--- src/sv/adaptive_measurement_covariance_core_assert.svh ---
// Assertion macros for the covariance core; aclk and aresetn are taken from the using scope.
`ifndef ADAPTIVE_MEASUREMENT_COVARIANCE_CORE_ASSERT_SVH
`define ADAPTIVE_MEASUREMENT_COVARIANCE_CORE_ASSERT_SVH

// Same-cycle implication.
`define AMC_ASSERT_IMP(label, ante, cons, msg) \
    label: assert property (@(posedge aclk) disable iff (!aresetn) (ante) |-> (cons)) \
        else $error(msg);

// Next-cycle implication.
`define AMC_ASSERT_NXT(label, ante, cons, msg) \
    label: assert property (@(posedge aclk) disable iff (!aresetn) (ante) |=> (cons)) \
        else $error(msg);

`endif

--- src/sv/amc_pkg.sv ---
`timescale 1ns / 1ps
`default_nettype none
package amc_pkg;

    localparam int DATA_W         = 32;
    localparam int SUM_W          = 56;
    localparam int SAT_W          = SUM_W + 2;
    localparam int OBS_DIM_DEF    = 4;
    localparam int STATE_DIM_DEF  = 8;
    localparam int WINDOW_MAX_DEF = 64;
    localparam int FRAC_BITS_DEF  = 16;
    localparam int WL_W           = 7;
    localparam int SRC_W          = 8;
    localparam int IDX_W          = 4;
    localparam int OUT_IDX_W      = 3;
    localparam int OPC_W          = 3;
    localparam int S_TDATA_W      = 48;
    localparam int M_TDATA_W      = 40;
    localparam int CFG_ADDR_W     = 1;
    localparam int CFG_DATA_W     = 8;

    localparam logic [WL_W-1:0]       WL_RESET          = 7'd16;
    localparam logic [CFG_ADDR_W-1:0] CFG_WINDOW_LENGTH = 1'b0;
    localparam logic [CFG_ADDR_W-1:0] CFG_SOURCE_ID     = 1'b1;

    typedef enum logic [OPC_W-1:0] {
        OP_INNOV    = 3'd0,
        OP_MEAS     = 3'd1,
        OP_POST_COV = 3'd2,
        OP_COMMIT   = 3'd3,
        OP_INIT_COV = 3'd4,
        OP_REQUEST  = 3'd5
    } opcode_t;

    typedef enum logic [3:0] {
        ST_IDLE,
        ST_RD,
        ST_MUL,
        ST_ACC,
        ST_COPY_RD,
        ST_COPY_WR,
        ST_BUMP,
        ST_TRIM,
        ST_REQ_ELEM,
        ST_REQ_DIV,
        ST_REQ_EMIT
    } state_t;

    typedef enum logic [1:0] {
        PH_HP,
        PH_HPH,
        PH_DROP,
        PH_PUSH
    } phase_t;

    typedef struct packed {
        logic innov;
        logic meas;
        logic post;
        logic hp;
        logic ring;
    } store_we_t;

    function automatic logic signed [DATA_W-1:0] sat32(input logic signed [SAT_W-1:0] x);
        logic [SAT_W-DATA_W:0] top;
        begin
            top = x[SAT_W-1:DATA_W-1];
            if ((&top) || !(|top)) begin
                sat32 = x[DATA_W-1:0];
            end else if (x[SAT_W-1]) begin
                sat32 = {1'b1, {(DATA_W-1){1'b0}}};
            end else begin
                sat32 = {1'b0, {(DATA_W-1){1'b1}}};
            end
        end
    endfunction

endpackage
`default_nettype wire

--- src/sv/amc_mac.sv ---
`timescale 1ns / 1ps
`default_nettype none
module amc_mac #(
    parameter int FRAC_BITS = amc_pkg::FRAC_BITS_DEF
) (
    input  wire logic                               clk,
    input  wire logic                               en,
    input  wire logic signed [amc_pkg::DATA_W-1:0]  a,
    input  wire logic signed [amc_pkg::DATA_W-1:0]  b,
    output logic signed [amc_pkg::SUM_W-1:0]        rnd
);

    localparam int PROD_W = 2 * amc_pkg::DATA_W;
    localparam logic signed [PROD_W-1:0] HALF = PROD_W'(1) << (FRAC_BITS - 1);

    logic signed [PROD_W-1:0] prod_reg;
    logic signed [PROD_W-1:0] biased;
    logic signed [PROD_W-1:0] shifted;

    always_ff @(posedge clk) begin
        if (en) begin
            prod_reg <= PROD_W'(a) * PROD_W'(b);
        end
    end

    // round half up to the fraction point
    assign biased  = prod_reg + HALF;
    assign shifted = biased >>> FRAC_BITS;
    assign rnd     = shifted[amc_pkg::SUM_W-1:0];

endmodule
`default_nettype wire

--- config.mk ---
export PLATFORM = sky130hd
export DESIGN_NAME = amc_mac
export DESIGN_NICKNAME = d
export VERILOG_FILES = /design/src/sv/adaptive_measurement_covariance_core_assert.svh /design/src/sv/amc_pkg.sv /design/src/sv/amc_mac.sv
export SDC_FILE = /design/constraint.sdc
export NUM_CORES = 2
export LEC_CHECK = 0
export BUFFER_PORTS_ARGS = -buffer_cell sky130_fd_sc_hd__buf_2
export CAP_MARGIN = 30
export CORE_ASPECT_RATIO = 0.7
export CORE_UTILIZATION = 59
export CTS_CLUSTER_DIAMETER = 80
export DETAILED_ROUTE_END_ITERATION = 8
export PLACE_DENSITY = 0.76
export SETUP_SLACK_MARGIN = 0.2
export SLEW_MARGIN = 20
export SYNTH_ARGS = -nofsm -noshare
export SYNTH_HDL_FRONTEND = slang
export SYNTH_SLANG_ARGS = --single-unit
export TNS_END_PERCENT = 1
--- constraint.sdc ---
create_clock -name clk -period 12.5 [get_ports clk]
set_input_delay 1.875 -clock clk [delete_from_list [all_inputs] [get_ports clk]]
set_output_delay 1.875 -clock clk [all_outputs]
set_load 0.02 [all_outputs]
=== Word level (Yosys, flattened, before mapping) ===
Cells that the tools add are included.

* Output and inout port bits: 56
* Register bits after elaboration: 64
* Input port bits: 66

* Multiply operators: 1
* Add/sub/neg operators: 1

{| class="wikitable"
|+ Operators by type and width
! cell !! count
|-
| adder 64 x 17 -> 64 bit (second input constant) || 1
|-
| multiplier 32 x 32 -> 64 bit || 1
|}

=== Logic depth before layout (Yosys ltp) ===
* Depth after elaboration: 1
* Mapped depth: 29

=== Worst setup path after synthesis ===
No wires, ideal clock.

* Path kind: input to register
* Start: input a[31] (netlist name)
* End: register prod_reg[63] (data pin)
* Setup slack: 3.161 ns
* Required time: 12.236 ns
* Path buffers: 2
* Stages on the path: 27
* Arrival: 9.074 ns
* Path through: clkbuf_1 > nand2_1 > inv_1 > fa_1 > inv_1 > fa_1 > inv_1 > fa_1 > fa_1 > inv_1 > fa_1 > inv_1 > fa_1 > fa_1 > fa_1 > ha_1 > clkbuf_1 > a21o_1 > a21o_1 > a21oi_1 > o21ai_0 > nand2_1 > and3_1 > a21bo_2 > nor3_1 > a2111oi_2 > xnor2_1

* Cells in the longest elaborated chain, start to end: 1

{| class="wikitable"
|+ Ends and longest elaborated chain
! item !! line !! text
|-
| from (decl) || amc_mac.sv:8 || <nowiki>input wire logic signed [amc_pkg::DATA_W-1:0] a,</nowiki>
|-
| multiplier 32 x 32 -> 64 bit || amc_mac.sv:22 || <nowiki>prod_reg <= PROD_W'(a) * PROD_W'(b);</nowiki>
|-
| to (signal assigned) || amc_mac.sv:22 ||
|-
| to (decl) || amc_mac.sv:16 || <nowiki>logic signed [PROD_W-1:0] prod_reg;</nowiki>
|}

No other way between the ends.
A chain may end at the register's enable or synchronous reset.

=== Worst setup path after layout ===
Ends and elaborated chain as after synthesis.

==> impl_metrics.ini <==
[clock_tree]
clk_pin_slew_worst_paths_ns = 0.07
cts.sinks = 49
postCtsSetupBuffers = 0
cts-resized-gates = 0
clk_path_buf_depth = 2
root_buffer = clkbuf_16
cts_max_level = 2
cts_tree = built
cts_hold_buf = 0
cts_buffers = 5

[min_path]
hold_depth = 1
holdCritStartpoint = en
hold_class = in2reg
holdPathEnd = prod_reg[53]$_DFFE_PP_

[grt]
grtUsageMet1_pct = 50.2
grtUsageTotal_pct = 34.2
grtUsageMet3_pct = 19.6
grt_util_met2_pct = 44.3
grt_max_degree = 36
grt_pass1_vias = 28388
grt-ovfl-total = 0
gr-max-usage-layer = met1
antenna_found_initial = 6
grt_first_pass_wirelength_mm = 167

[die]
io_pins = 122
core-area_sq_um = 63600
fp.dieW_um = 306
initial_core_util_pct = 60.1
rows = 77
die_y_um = 215
die-area_sq_um = 65800

[final_layout]
seq_area_sq_um = 1470
utilization_pct = 61.9
final_area_sq_um = 39400
multi_input_area_sq_um = 32200
syn2layout_area_growth_pct = 3.01
final_nets = 5268
nFillCells = 5152
final_cells = 4775
drive_gt1_share_pct = 4.29
largest_register_ffs = 49

[synthesis]
ys_ff_latch = 49
yosys.area.top_type_share_pct = 56.6
yosysMostFrequentCell = fa_1
synth_cell_type_count = 62
synth_edf_count = 49
synth_nets = 5338
ys_seq_area_share_pct = 3.85
synth_top_cell_by_area = fa_1
syn_avg_cell_area_sq_um = 9.53
synthTopCellsByArea = fa_1, inv_1, and2_1
synth-async-reset-ratio_pct = 0
synth_area_sq_um = 38200
synth_commonest_cells = fa_1, inv_1, nand2_1, and2_1, clkbuf_1
synthCells = 4010
yosysWarnings = 0
synthFlopType = edfxtp_1

[timing]
fmax_mhz = 97.9
post-route-period-util_pct = 81.7
drv_slew = 0
hold_viol_final = 0
min_period_ns = 10.22
tightestPinTransition_ns = 1.03
rsz0062_at_grt = false
relSlewSlack_pct = 31.3
finalSetupViolations = 0
totalNegativeSetupSlack_ns = 0

[placed_design]
portBuffers = 121
dp_hpwl_mm = 85.2
dp_cells = 4762
gp_congestion = 0.970
placed_area_sq_um = 39200

[setup_path]
critical_path_class = in2reg
worst_ep_arrival_time_ns = 10.26
cp.required_ns = 12.55
start_kind = input port
crit_path_max_fanout = 32
end_kind = flop

[drt]
drt_iter0_drc = 2641
routed_wirelength_mm = 108
viasPerCell = 5.59
via_count = 26705
wl_per_cell_um = 22.5
detail-route-antenna-nets = 0
drc = 0
firstDrtPassIters = 8

[outcome]
outcome = complete, no violations

[run]
drv_cap = 0
per-stage QoR:
stage	worst slack (ns)	hold slack [ns]
floorplan	3.16	1.99
global placement	2.09	2.43
detailed placement	1.95	2.33
CTS	2.28	2.01
global route	1.70	2.04
finish	2.28	2.01
placed cells by master (no fill, tap or decap), types with 2 or more instances in the layout:
cell type,instances
fa_1,1081
inv_1,987
nand2_1,539
and2_1,515
ha_1,181
buf_2,121
xnor2_1,77
nor2_1,60
a21oi_1,54
edfxtp_1,49
xor2_1,36
a21o_1,28
o21ai_0,27
nand4_1,26
nand3_1,19
and3_1,14
nand2b_1,12
nor3_1,10
buf_4,10
o21bai_1,9
a31oi_1,8
o21a_1,7
nor2b_1,6
diode_2,5
clkbuf_16,5
o21ai_1,3
o21ai_2,3
a21oi_2,3
nor2_4,3
o31ai_1,3
and4_1,3
a2111oi_2,2
o2111ai_1,2
a211oi_1,2
a221oi_1,2
o211ai_1,2
bufinv_16,2
metal layers:
metal | routed length, um | share of wire [%]
met3 | 20900 | 19
met2 | 40700 | 38
met5 | 27 | 0.025
met1 | 44300 | 41
met4 | 1630 | 1.5
critical path, stage by stage:
cell and delay, ns:
buf_2 0.49, nand2_1 0.25, inv_1 0.14, fa_1 0.39, inv_1 0.24, fa_1 0.49
inv_1 0.21, fa_1 0.51, fa_1 0.99, inv_1 0.40, fa_1 0.59, inv_1 0.06
fa_1 0.53, inv_1 0.05, fa_1 0.48, inv_1 0.05, fa_1 0.45, ha_1 0.37
a21oi_1 0.28, o21bai_1 0.10, a21oi_1 0.24, and3_1 0.18, o21ai_0 0.06, a21bo_2 0.24
nor3_1 0.08, a2111oi_2 0.38, xnor2_1 0.11
cells by family after synthesis:
logic type               after synthesis  synth area share, %
XOR/XNOR                             113                 2.59
flip-flops                            49                 3.85
AO/OA/AOI/OAI                        168                 2.96
adder cells (fa/ha/maj)             1262                 62.5
buffers and inverters               1197                 11.8
AND/OR/NAND/NOR                     1221                 16.2
how the worst max path moves through the flow:
stage	to	from	cells past startpoint	slack [ns]
after global placement	prod_reg[63]$_DFFE_PP_	b[2]	25	2.09
after global routing	prod_reg[63]$_DFFE_PP_	b[2]	25	1.70
after CTS	prod_reg[63]$_DFFE_PP_	a[31]	27	2.28
final	prod_reg[63]$_DFFE_PP_	a[31]	27	2.28
after detailed placement	prod_reg[63]$_DFFE_PP_	a[31]	27	1.95
after floorplan	prod_reg[63]$_DFFE_PP_	a[31]	27	3.16
final cells by class:
class,count,area share [%]
Multi-Input combinational cell,2764,81.8
Inverter,987,9.41
Sequential cell,49,3.74
Tap cell,829,2.63
Timing Repair Buffer,133,1.85
Clock buffer,5,0.318
Clock inverter,3,0.175
Antenna cell,5,0.0318
Power is not shown: default switching activity piles up to over one toggle a cycle in this logic, so the estimate is an artifact.
