File: src/sv/adaptive_measurement_covariance_core_assert.svh
// Assertion macros for the covariance core; aclk and aresetn are taken from the using scope.
`ifndef ADAPTIVE_MEASUREMENT_COVARIANCE_CORE_ASSERT_SVH
`define ADAPTIVE_MEASUREMENT_COVARIANCE_CORE_ASSERT_SVH

// Same-cycle implication.
`define AMC_ASSERT_IMP(label, ante, cons, msg) \
    label: assert property (@(posedge aclk) disable iff (!aresetn) (ante) |-> (cons)) \
        else $error(msg);

// Next-cycle implication.
`define AMC_ASSERT_NXT(label, ante, cons, msg) \
    label: assert property (@(posedge aclk) disable iff (!aresetn) (ante) |=> (cons)) \
        else $error(msg);

`endif

File: src/sv/amc_pkg.sv
`timescale 1ns / 1ps
`default_nettype none
package amc_pkg;

    localparam int DATA_W         = 32;
    localparam int SUM_W          = 56;
    localparam int SAT_W          = SUM_W + 2;
    localparam int OBS_DIM_DEF    = 4;
    localparam int STATE_DIM_DEF  = 8;
    localparam int WINDOW_MAX_DEF = 64;
    localparam int FRAC_BITS_DEF  = 16;
    localparam int WL_W           = 7;
    localparam int SRC_W          = 8;
    localparam int IDX_W          = 4;
    localparam int OUT_IDX_W      = 3;
    localparam int OPC_W          = 3;
    localparam int S_TDATA_W      = 48;
    localparam int M_TDATA_W      = 40;
    localparam int CFG_ADDR_W     = 1;
    localparam int CFG_DATA_W     = 8;

    localparam logic [WL_W-1:0]       WL_RESET          = 7'd16;
    localparam logic [CFG_ADDR_W-1:0] CFG_WINDOW_LENGTH = 1'b0;
    localparam logic [CFG_ADDR_W-1:0] CFG_SOURCE_ID     = 1'b1;

    typedef enum logic [OPC_W-1:0] {
        OP_INNOV    = 3'd0,
        OP_MEAS     = 3'd1,
        OP_POST_COV = 3'd2,
        OP_COMMIT   = 3'd3,
        OP_INIT_COV = 3'd4,
        OP_REQUEST  = 3'd5
    } opcode_t;

    typedef enum logic [3:0] {
        ST_IDLE,
        ST_RD,
        ST_MUL,
        ST_ACC,
        ST_COPY_RD,
        ST_COPY_WR,
        ST_BUMP,
        ST_TRIM,
        ST_REQ_ELEM,
        ST_REQ_DIV,
        ST_REQ_EMIT
    } state_t;

    typedef enum logic [1:0] {
        PH_HP,
        PH_HPH,
        PH_DROP,
        PH_PUSH
    } phase_t;

    typedef struct packed {
        logic innov;
        logic meas;
        logic post;
        logic hp;
        logic ring;
    } store_we_t;

    function automatic logic signed [DATA_W-1:0] sat32(input logic signed [SAT_W-1:0] x);
        logic [SAT_W-DATA_W:0] top;
        begin
            top = x[SAT_W-1:DATA_W-1];
            if ((&top) || !(|top)) begin
                sat32 = x[DATA_W-1:0];
            end else if (x[SAT_W-1]) begin
                sat32 = {1'b1, {(DATA_W-1){1'b0}}};
            end else begin
                sat32 = {1'b0, {(DATA_W-1){1'b1}}};
            end
        end
    endfunction

endpackage
`default_nettype wire

File: src/sv/amc_div.sv
`timescale 1ns / 1ps
`default_nettype none
module amc_div #(
    parameter int NUM_W = amc_pkg::SUM_W,
    parameter int DEN_W = $clog2(amc_pkg::WINDOW_MAX_DEF + 1)
) (
    input  wire logic             clk,
    input  wire logic             rst_n,
    input  wire logic             start,
    input  wire logic [NUM_W-1:0] num,
    input  wire logic [DEN_W-1:0] den,
    output logic                  done,
    output logic [NUM_W-1:0]      quot
);

    localparam int CNT_W = $clog2(NUM_W + 1);

    logic [CNT_W-1:0] cnt_reg;
    logic [DEN_W-1:0] den_reg;
    logic [DEN_W-1:0] rem_reg;
    logic [NUM_W-1:0] quo_reg;
    logic             done_reg;
    logic [DEN_W:0]   trial;
    logic             fits;
    logic [DEN_W:0]   diff;

    assign trial = {rem_reg, quo_reg[NUM_W-1]};
    assign fits  = trial >= {1'b0, den_reg};
    assign diff  = trial - {1'b0, den_reg};

    always_ff @(posedge clk) begin
        if (!rst_n) begin
            cnt_reg  <= '0;
            done_reg <= 1'b0;
        end else begin
            done_reg <= 1'b0;
            if (start) begin
                cnt_reg <= CNT_W'(NUM_W);
            end else if (cnt_reg != '0) begin
                cnt_reg <= cnt_reg - CNT_W'(1);
                if (cnt_reg == CNT_W'(1)) begin
                    done_reg <= 1'b1;
                end
            end
        end
    end

    // one quotient bit a cycle, restoring
    always_ff @(posedge clk) begin
        if (start) begin
            den_reg <= den;
            rem_reg <= '0;
            quo_reg <= num;
        end else if (cnt_reg != '0) begin
            rem_reg <= fits ? diff[DEN_W-1:0] : trial[DEN_W-1:0];
            quo_reg <= {quo_reg[NUM_W-2:0], fits};
        end
    end

    assign done = done_reg;
    assign quot = quo_reg;

endmodule
`default_nettype wire

File: config.mk
export PLATFORM = sky130hd
export DESIGN_NAME = amc_div
export DESIGN_NICKNAME = d
export VERILOG_FILES = /design/src/sv/adaptive_measurement_covariance_core_assert.svh /design/src/sv/amc_pkg.sv /design/src/sv/amc_div.sv
export SDC_FILE = /design/constraint.sdc
export NUM_CORES = 1
export LEC_CHECK = 0
export ABC_AREA = 1
export BUFFER_PORTS_ARGS = -buffer_cell sky130_fd_sc_hd__buf_2
export CELL_PAD_IN_SITES_DETAIL_PLACEMENT = 1
export CELL_PAD_IN_SITES_GLOBAL_PLACEMENT = 1
export CORE_MARGIN = 2
export CORE_UTILIZATION = 33
export DETAILED_ROUTE_END_ITERATION = 8
export PLACE_DENSITY = 0.8
export RECOVER_POWER = 100
export SLEW_MARGIN = 20
export SYNTH_ARGS = -nofsm -noshare
export SYNTH_HDL_FRONTEND = slang
export SYNTH_SLANG_ARGS = --single-unit
File: constraint.sdc
create_clock -name clk -period 2.3 [get_ports clk]
set_clock_uncertainty 0.05 [all_clocks]
set_input_delay 0.115 -clock clk [delete_from_list [all_inputs] [get_ports clk]]
set_output_delay 0.115 -clock clk [all_outputs]
set_load 0.03 [all_outputs]
### Word level (Yosys, flattened, before mapping)

Cells that the tools add are included.

| cells by class | value |
|---|---|
| $add $sub $neg | 2 |
| magnitude comparators | 1 |
| equal/unequal tests | 1 |
| mux-type cells | 6 |
| bitwise operators | 2 |
| reduce and logical (&&, ||, !) cells | 4 |

Operators with widths:

| kind | number |
|---|---|
| $mux W56 | 2 |
| $mux W6 | 2 |
| $ge A8 B7 Y1 | 1 |
| $mux W7 | 1 |
| $sub A7 B7 Y7 | 1 |
| $eq A6 B1 Y1 const B | 1 |
| $reduce_bool A6 Y1 | 1 |
| $sub A6 B1 Y6 const B | 1 |
| $reduce_or A3 Y1 | 1 |
| $not A1 Y1 | 2 |
| $reduce_bool A2 Y1 | 1 |
| $reduce_or A2 Y1 | 1 |
| $mux W1 | 1 |

| word-level totals | value |
|---|---|
| flip-flop bits (word level) | 77 |
| bits of input ports | 66 |
| output and inout port bits | 57 |
| word-level logic and storage cells | 22 |

### Logic depth before layout (Yosys ltp)

Gate-level depths: netlist (run 1).

| logic depth | value |
|---|---|
| depth in word-level cells | 3 |
| gate-level depth with buffers | 14 |
| depth with buffers taken out | 14 |

### Worst setup path before layout (run 1)

Ideal clock, no wire load.

| timing path | value |
|---|---|
| path type | flip-flop to flip-flop |
| start point | register cnt_reg[0] |
| end point | register quo_reg[0], in the netlist quot[0], enable pin |
| setup time | 416 ps |
| arrival | 2096 ps |
| slack | -263 ps |
| cell stages (with the launch flop) | 6 |
| path through | dfxtp_1 -> inv_1 -> ha_1 -> nand3_2 -> inv_1 -> nand2_1 |

| between the ends | value |
|---|---|
| word-level cells in the longest chain between the ends | 2 |

Ends and longest elaborated chain:

| item | line | RTL |
|---|---|---|
| from (decl) | amc_div.sv:18 | `logic [CNT_W-1:0] cnt_reg;` |
| from (signal assigned) | amc_div.sv:38 | `cnt_reg <= CNT_W'(NUM_W);` |
| from (signal assigned) | amc_div.sv:40 | `cnt_reg <= cnt_reg - CNT_W'(1);` |
| $reduce_bool A6 Y1 | amc_div.sv:54 | `end else if (cnt_reg != '0) begin` |
| $reduce_bool A2 Y1 (no line) | - |  |
| to (signal assigned) | amc_div.sv:53 | `quo_reg <= num;` |
| to (signal assigned) | amc_div.sv:56 | `quo_reg <= {quo_reg[NUM_W-2:0], fits};` |
| to (decl) | amc_div.sv:21 | `logic [NUM_W-1:0] quo_reg;` |

Every way passes these cells.
A chain may end at the register's enable or synchronous reset.

### Worst setup path after layout (run 1)

| timing path | value |
|---|---|
| start point | register quo_reg[55], in the netlist quot[55] |
| end point | register rem_reg[3] |

| between the ends | value |
|---|---|
| word-level cells in the longest chain between the ends | 2 |
| elaborated cells on any way between the ends | 3 |

Ends and longest elaborated chain:

| item | line | RTL |
|---|---|---|
| $sub A7 B7 Y7 or $ge A8 B7 Y1 (tied branches) | amc_div.sv:29, amc_div.sv:28 |  |
| $mux W7 (*) | amc_div.sv:55 | `rem_reg <= fits ? diff[DEN_W-1:0] : trial[DEN_W-1:0];` |
| to (signal assigned) | amc_div.sv:55 |  |
| to (decl) | amc_div.sv:20 | `logic [DEN_W-1:0] rem_reg;` |

Every way passes the cells marked *; elsewhere a longest branch is shown, timed or not.

==> out/qor.csv, run 1 <==
stage,metric,value,unit
timing,relSlewSlack,2.259,%
clocking,clkTransAtPathRegs,0.07,ns
logic_synthesis,ys_warn_count,0,
global_route,first_global_vias,3927,
setup_path,crit_path_end_kind,flip-flop,
routing,first_iter_violations,135,
pwr,finalPower,4.714,mW
timing,setup-tns-final,0,ns
timing,holdWs,0.3227,ns
global_route,grt_first_pass_wirelength,18.94,mm
routing,avgRoutedWirePerCell,15.45,µm
setup_path,crit_path_frequent_cell,nand2_1,
pwr,leakage,2.507,nW
logic_synthesis,syn_avg_cell_area,8.749,µm²
setup_path,cpPeakStageDelay,0.42,ns
logic_synthesis,yosysSeqAreaShare,58.97,%
routing,ant_nets,0,
cells_and_area,fin_nets,686,
clocking,worstSkewPairLatency,0.36,ns
routing,drt-pass1-iter-count,4,
setup_path,critPathLaunchType,flip-flop,
floorplan,rows,38,
cells_and_area,final_cell_area,0.005176,mm²
clocking,cts_resized,0,
setup_path,r2r-start,quot[55]$_DFFE_PP_,
cells_and_area,syn2layout_area_growth,40.52,%
timing,hold_viol,0,
setup_path,rrSetupSlack,0.17,ns
cells_and_area,largest_register_ffs,56,
clocking,cts_tree,built,
hold_path,holdCritPathClass,in -> reg,
clocking,ctsHoldBuffers,64,
routing,vias_per_cell,4.690,
timing,fmax,468.8,MHz
flow_run,cap_violations,0,
timing,drv_slew,0,
logic_synthesis,synth_area_leader_cell,edfxtp_1,
floorplan,dieArea,0.01202,mm²
cells_and_area,multi_input_area,0.001309,mm²
setup_path,critPathKind,reg -> reg,
setup_path,r2r_cells,13,
logic_synthesis,ys_types,26,
global_route,antenna_found_initial,0,
outcome,status,"finished, final reports clean",
global_route,grt_max_degree,71,
pwr,ir_worst_vdd,0.3918,mV
setup_path,critPathMaxFanout,7,
timing,timing.final.ws_setup,0.1667,ns
floorplan,die_h,109.7,µm
logic_synthesis,synthTopCellsByArea,"edfxtp_1, nand2_1, dfxtp_1",
setup_path,cp.required,2.50,ns
logic_synthesis,synthesis.area,0.003684,mm²
clocking,cts_buffer_depth,2,
place,dp_hpwl,7.209,mm
global_route,grt.overflow.total,0,
place,dp_cells,674,
timing,finalSetupViolCount,0,
setup_path,cp-startpoint,quot[55]$_DFFE_PP_,
floorplan,ioPinCount,123,
clocking,cts_max_level,3,
setup_path,r2r-end,rem_reg[3]$_SDFFE_PP0N_,
timing,post-route-period-util,92.75,%
clocking,clock-root-buffer,clkbuf_8,
routing,drc,0,
global_route,grt.total_usage,20.77,%
logic_synthesis,synth.top_cell.area_share,51.36,%
cells_and_area,drive_above_1_share,14.50,%
routing,drt-total-wl,11.65,mm
setup_path,cp.arrival,2.33,ns
clocking,cts_sinks,77,
cells_and_area,antennaDiodeCount,0,
setup_path,crit_cells,13,
cells_and_area,fillerInstances,1316,
setup_path,cp_slowest_cell,fa_1,
floorplan,die_w,109.7,µm
place,port_buffers,122,
clocking,post-cts-setup-buffers,0,
timing,finalWorstPathRequiredPeriod,2.133,ns
logic_synthesis,syn_nets,498,
routing,vias,3536,
timing,tightest_slew,1.466,ns
logic_synthesis,ys_ff_latch,77,
setup_path,cp-endpoint,rem_reg[3]$_SDFFE_PP0N_,
cells_and_area,final_cells,754,
floorplan,fp.coreArea,0.01089,mm²
setup_path,crit_path_cell_trace,"inv_1, ha_1, fa_1, inv_1, nand2_1, nand2_1, nand2_1, nand2_1, nand2_2, nand2_1, a21oi_1, nand2_1, nand2_1",
place,dp_slack,0.1639,ns
clocking,numCtsBuffers,9,
floorplan,start_util,33.83,%
setup_path,cpLargestDelayFamily,simple AND/OR/NAND/NOR gates,
cells_and_area,post-route-util,47.54,%
cells_and_area,final-seq-area,0.002172,mm²
logic_synthesis,postSynthCellCount,421,
timing,rsz0062_at_grt,false,
pwr,powerDensity,910.6,mW/mm²
place,post_dp_cell_area,0.004476,mm²
place,gp_congestion,0.8410,
setup_path,critPathBufInv,2,
## logic make-up (layout without fill, tap and decap cells)
| kind of cell | after synthesis | in the layout | share of synthesized area (%) |
|---|---|---|---|
| xor gates and xnor gates | 4 | 4 | 0.9513 |
| DFF | 77 | 77 | 58.97 |
| and+or+nand+nor | 263 | 263 | 28.26 |
| adders and majority gates | 11 | 11 | 3.940 |
| AOI/OAI and AO/OA | 16 | 16 | 2.514 |
| buffers and inverters | 50 | 243 | 5.367 |
## power breakdown
| part | leakage (nW) | switching [mW] | internal, mW | total, mW |
|---|---|---|---|---|
| sequential | 0.790 | 0.182 | 1.82 | 2.01 |
| combinational | 1.63 | 1.20 | 0.564 | 1.76 |
| clock | 0.0877 | 0.495 | 0.452 | 0.948 |
## cells in the mapped netlist (all sizes together)
cell,n
nor2,19
nand4,3
clkbuf,11
fa,1
or2,2
dfxtp,14
xor2,1
edfxtp,63
inv,35
nand2,216
a31oi,1
nor3,4
a21oi,9
nand3,19
buf,4
xnor2,3
ha,10
o21ai,6
## cell usage in the layout (no fill, tap or decap)
| cell type | instances |
|---|---|
| clkbuf_8 | 11 |
| buf_4 | 3 |
| clkbuf_1 | 61 |
| clkinv_2 | 1 |
| ha_1 | 10 |
| dfxtp_1 | 14 |
| buf_2 | 65 |
| nor3_1 | 4 |
| inv_1 | 34 |
| a31oi_1 | 1 |
| nor2_1 | 18 |
| or2_4 | 1 |
| nand2_2 | 1 |
| xnor2_1 | 3 |
| a21oi_4 | 1 |
| o21ai_0 | 6 |
| fa_1 | 1 |
| a21oi_1 | 8 |
| dlygate4sd3_1 | 64 |
| nand2_1 | 215 |
| or2_2 | 1 |
| inv_2 | 1 |
| nor2_2 | 1 |
| nand3_1 | 19 |
| nand4_1 | 3 |
| clkbuf_2 | 3 |
| xor2_1 | 1 |
| edfxtp_1 | 63 |
## final cells by class
class / instances / share of cell area (%)
clock buffers: 15 / 3.215
repair buffers: 192 / 23.52
multi-input cells: 294 / 25.28
clock inverters: 1 / 0.09669
well taps: 140 / 3.384
flip-flops and latches: 77 / 41.96
inverters: 35 / 2.538
## tightest hold or removal path, cell delays in order
cell and delay, ns:
clkbuf_1 0.11, inv_2 0.27, nand2_1 0.08, nand2_1 0.05
## worst min-delay path by stage
stage / from / end / depth (start not counted)
2_1_floorplan: den[0] / den_reg[0]$_DFFE_PP_ / 0
3_3_place_gp: den[3] / den_reg[3]$_DFFE_PP_ / 1
3_5_place_dp: den[2] / den_reg[2]$_DFFE_PP_ / 1
4_1_cts: start / quot[52]$_DFFE_PP_ / 4
5_1_grt: start / quot[44]$_DFFE_PP_ / 4
6_report: start / quot[54]$_DFFE_PP_ / 4
## metal layers
metal	track usage (%)	wire, µm
met4	8.770	238
met2	36.02	5985
met5	0	0
met1	24.22	4781
met3	5.453	644
(Power assumes the default switching activity.)
==> inputs of run 2 (changes only) <==
Settings changed: ABC_AREA 1 to 0, CORE_UTILIZATION 33 to 36.
==> run 2 against run 1 <==
Effect of this change: register-to-register slack lost 0.11 ns; sequential share of layout area up 3.2 points; final cell count down 26%; largest cell class unchanged; core utilization rose by 1.7 points; critical path depth shrank 7; highest routed layer unchanged; non-clock buffer count decreased by 31; sequential power barely moved; clock-buffer cell count shrank 3.
==> out/qor.csv, run 2 <==
stage,metric,value,unit
outcome,status,"finished, final reports clean",
clocking,cts_tree,built,
timing,fmax,445.1,MHz
setup_path,cp.arrival,2.31,ns
clocking,clkTransAtPathRegs,0.08,ns
cells_and_area,largest_register_ffs,56,
timing,holdWs,0.003674,ns
pwr,seqPwrFrac,43.8,%
logic_synthesis,yosysMostFrequentCell,edfxtp_1,
routing,vias,2774,
logic_synthesis,syn_avg_cell_area,14.00,µm²
pwr,leakage,1.871,nW
routing,first_iter_violations,141,
cells_and_area,syn2layout_area_growth,33.30,%
timing,tightest_slew,1.072,ns
logic_synthesis,synth_edf_count,63,
pwr,finalPower,4.573,mW
logic_synthesis,synth_commonest_cells,"edfxtp_1, mux2_2, nor2_1",
global_route,gr-usage-met2,34.77,%
cells_and_area,final_cell_mix,"clkbuf_1, edfxtp_1, buf_2, mux2_2, dlygate4sd3_1",
floorplan,dieArea,0.01085,mm²
floorplan,die_w,104.2,µm
routing,avgRoutedWirePerCell,18.38,µm
pwr,p_sw,1.754,mW
place,port_buffers,122,
timing,drv_slew,0,
global_route,use_met1,21.76,%
pwr,cellInternalPower,2.819,mW
logic_synthesis,ys_types,40,
floorplan,die_h,104.2,µm
hold_path,holdCritPathClass,in -> reg,
timing,rsz0062_at_grt,true,
timing,relSlewSlack,28.55,%
setup_path,crit_path_end_kind,flip-flop,
logic_synthesis,ys_warn_count,0,
clocking,clock-root-buffer,clkbuf_8,
logic_synthesis,yosysSeqAreaShare,60.15,%
logic_synthesis,ys.flop_type,edfxtp_1,
routing,ant_nets,0,
logic_synthesis,synth_area_leader_cell,edfxtp_1,
cells_and_area,fillerInstances,1077,
setup_path,critPathKind,reg -> reg,
place,post_dp_cell_area,0.004390,mm²
setup_path,critPathMaxFanout,9,
global_route,antenna_found_initial,0,
place,dp_hpwl,6.540,mm
cells_and_area,multi_input_area,0.001355,mm²
routing,drt-total-wl,10.26,mm
pwr,switching_share,38.35,%
cells_and_area,final_cell_area,0.004813,mm²
cells_and_area,final-seq-area,0.002172,mm²
clocking,cts_sinks,77,
pwr,ir_worst_vdd,0.4845,mV
global_route,grt.total_usage,19.89,%
timing,finalWorstPathRequiredPeriod,2.247,ns
floorplan,ioPinCount,123,
global_route,first_global_vias,3096,
floorplan,start_util,36.94,%
logic_synthesis,synthTopCellsByArea,"edfxtp_1, mux2_2, dfxtp_1",
flow_run,cap_violations,0,
pwr,combPwrFrac,36.6,%
clocking,worstSkewPairLatency,0.37,ns
cells_and_area,antennaDiodeCount,0,
logic_synthesis,synth.top_cell.area_share,52.39,%
pwr,clkPwrFrac,19.6,%
logic_synthesis,ys_ff_latch,77,
global_route,grt-busiest-layer,met2,
floorplan,fp.coreArea,0.009774,mm²
clocking,numCtsBuffers,9,
place,gp_congestion,0.7765,
setup_path,critPathLaunchType,flip-flop,
global_route,grtUsageMet3,6.704,%
logic_synthesis,synth_async_sr_flop_share,0,%
clocking,cts_max_level,3,
cells_and_area,fin_nets,497,
setup_path,cp.required,2.37,ns
global_route,grt.overflow.total,0,
cells_and_area,drive_above_1_share,36.47,%
logic_synthesis,synthesis.area,0.003611,mm²
timing,setup-tns-final,0,ns
clocking,cts_buffer_depth,2,
routing,drt-pass1-iter-count,5,
floorplan,rows,36,
routing,drc,0,
logic_synthesis,postSynthCellCount,258,
timing,hold_viol,0,
timing,finalSetupViolCount,0,
routing,vias_per_cell,4.971,
timing,post-route-period-util,97.68,%
pwr,powerDensity,950.0,mW/mm²
logic_synthesis,syn_nets,335,
global_route,grt_max_degree,44,
global_route,grt_first_pass_wirelength,16.50,mm
-- run 2: path summary, 6_finish.rpt --
| path | startpoint | to | slack [ns] | depth (start not counted) |
|---|---|---|---|---|
| hold / removal | num[39] | quot[39]$_DFFE_PP_ | 0.004 | 2 |
| hold reg to reg | rem_reg[6]$_SDFFE_PP0N_ | rem_reg[6]$_SDFFE_PP0N_ | 0.46 | 2 |
| setup / recovery | den_reg[5]$_DFFE_PP_ | quot[0]$_DFFE_PP_ | 0.05 | 6 |
| setup reg to reg | den_reg[5]$_DFFE_PP_ | quot[0]$_DFFE_PP_ | 0.05 | 6 |
-- run 2: cells by family after synthesis --
kind of cell,Yosys count,synth area share [%]
compound gates,27,5.648
xor+xnor,4,0.9701
fa+ha+maj,11,4.019
buf+inv,26,2.980
flops,77,60.15
mux,59,18.36
simple gates,54,7.866
-- run 2: worst max-delay path, stage by stage, from the launching register on --
cell      delay (ns)
edfxtp_1        0.36
inv_1           0.07
ha_2            0.33
a21oi_2         0.19
o21ai_1         0.15
or3_2           0.57
mux2_2          0.28
-- run 2: repair_timing --
item	CTS	global route
hold endpoints to repair	33	1
setup endpoints to repair	0	8
hold buffers	31	1
gates resized for setup	0	4
buffers inserted	0	2
-- run 2: power groups by stage --
stage,sequential [mW],clock (mW),combinational (mW)
2_1_floorplan,2.35,0,0.785
3_3_place_gp,2.00,0,1.53
3_5_place_dp,2.01,0,1.59
4_1_cts,1.99,0.915,1.64
5_1_grt,2.04,0.954,1.80
6_report,2.00,0.895,1.67
-- run 2: layer usage --
layer | share of wire (%) | up-vias
li1 | - | 1284
met2 | 52 | 122
met4 | 3.0 | 0
met1 | 37 | 1335
met3 | 7.5 | 33
met5 | 0 | -
-- run 2: layout make-up --
cell class / instances / area share [%]
tap: 133 / 3.457
timing repair buffer: 161 / 18.66
clock inverter: 4 / 0.5459
sequential: 77 / 45.13
inverter: 16 / 1.248
clock buffer: 12 / 2.807
multi-input combinational: 155 / 28.15
-- run 2: through the flow --
step | instances | utilization (%) | setup slack (ns)
global placement | 508 | 44.92 | 0.1426
floorplan | 258 | - | -0.01309
finish | 558 | 49.24 | 0.05337
detailed placement | 508 | 44.92 | 0.05047
CTS | 555 | 49.74 | 0.03345
global route | 558 | 49.24 | -0.02193
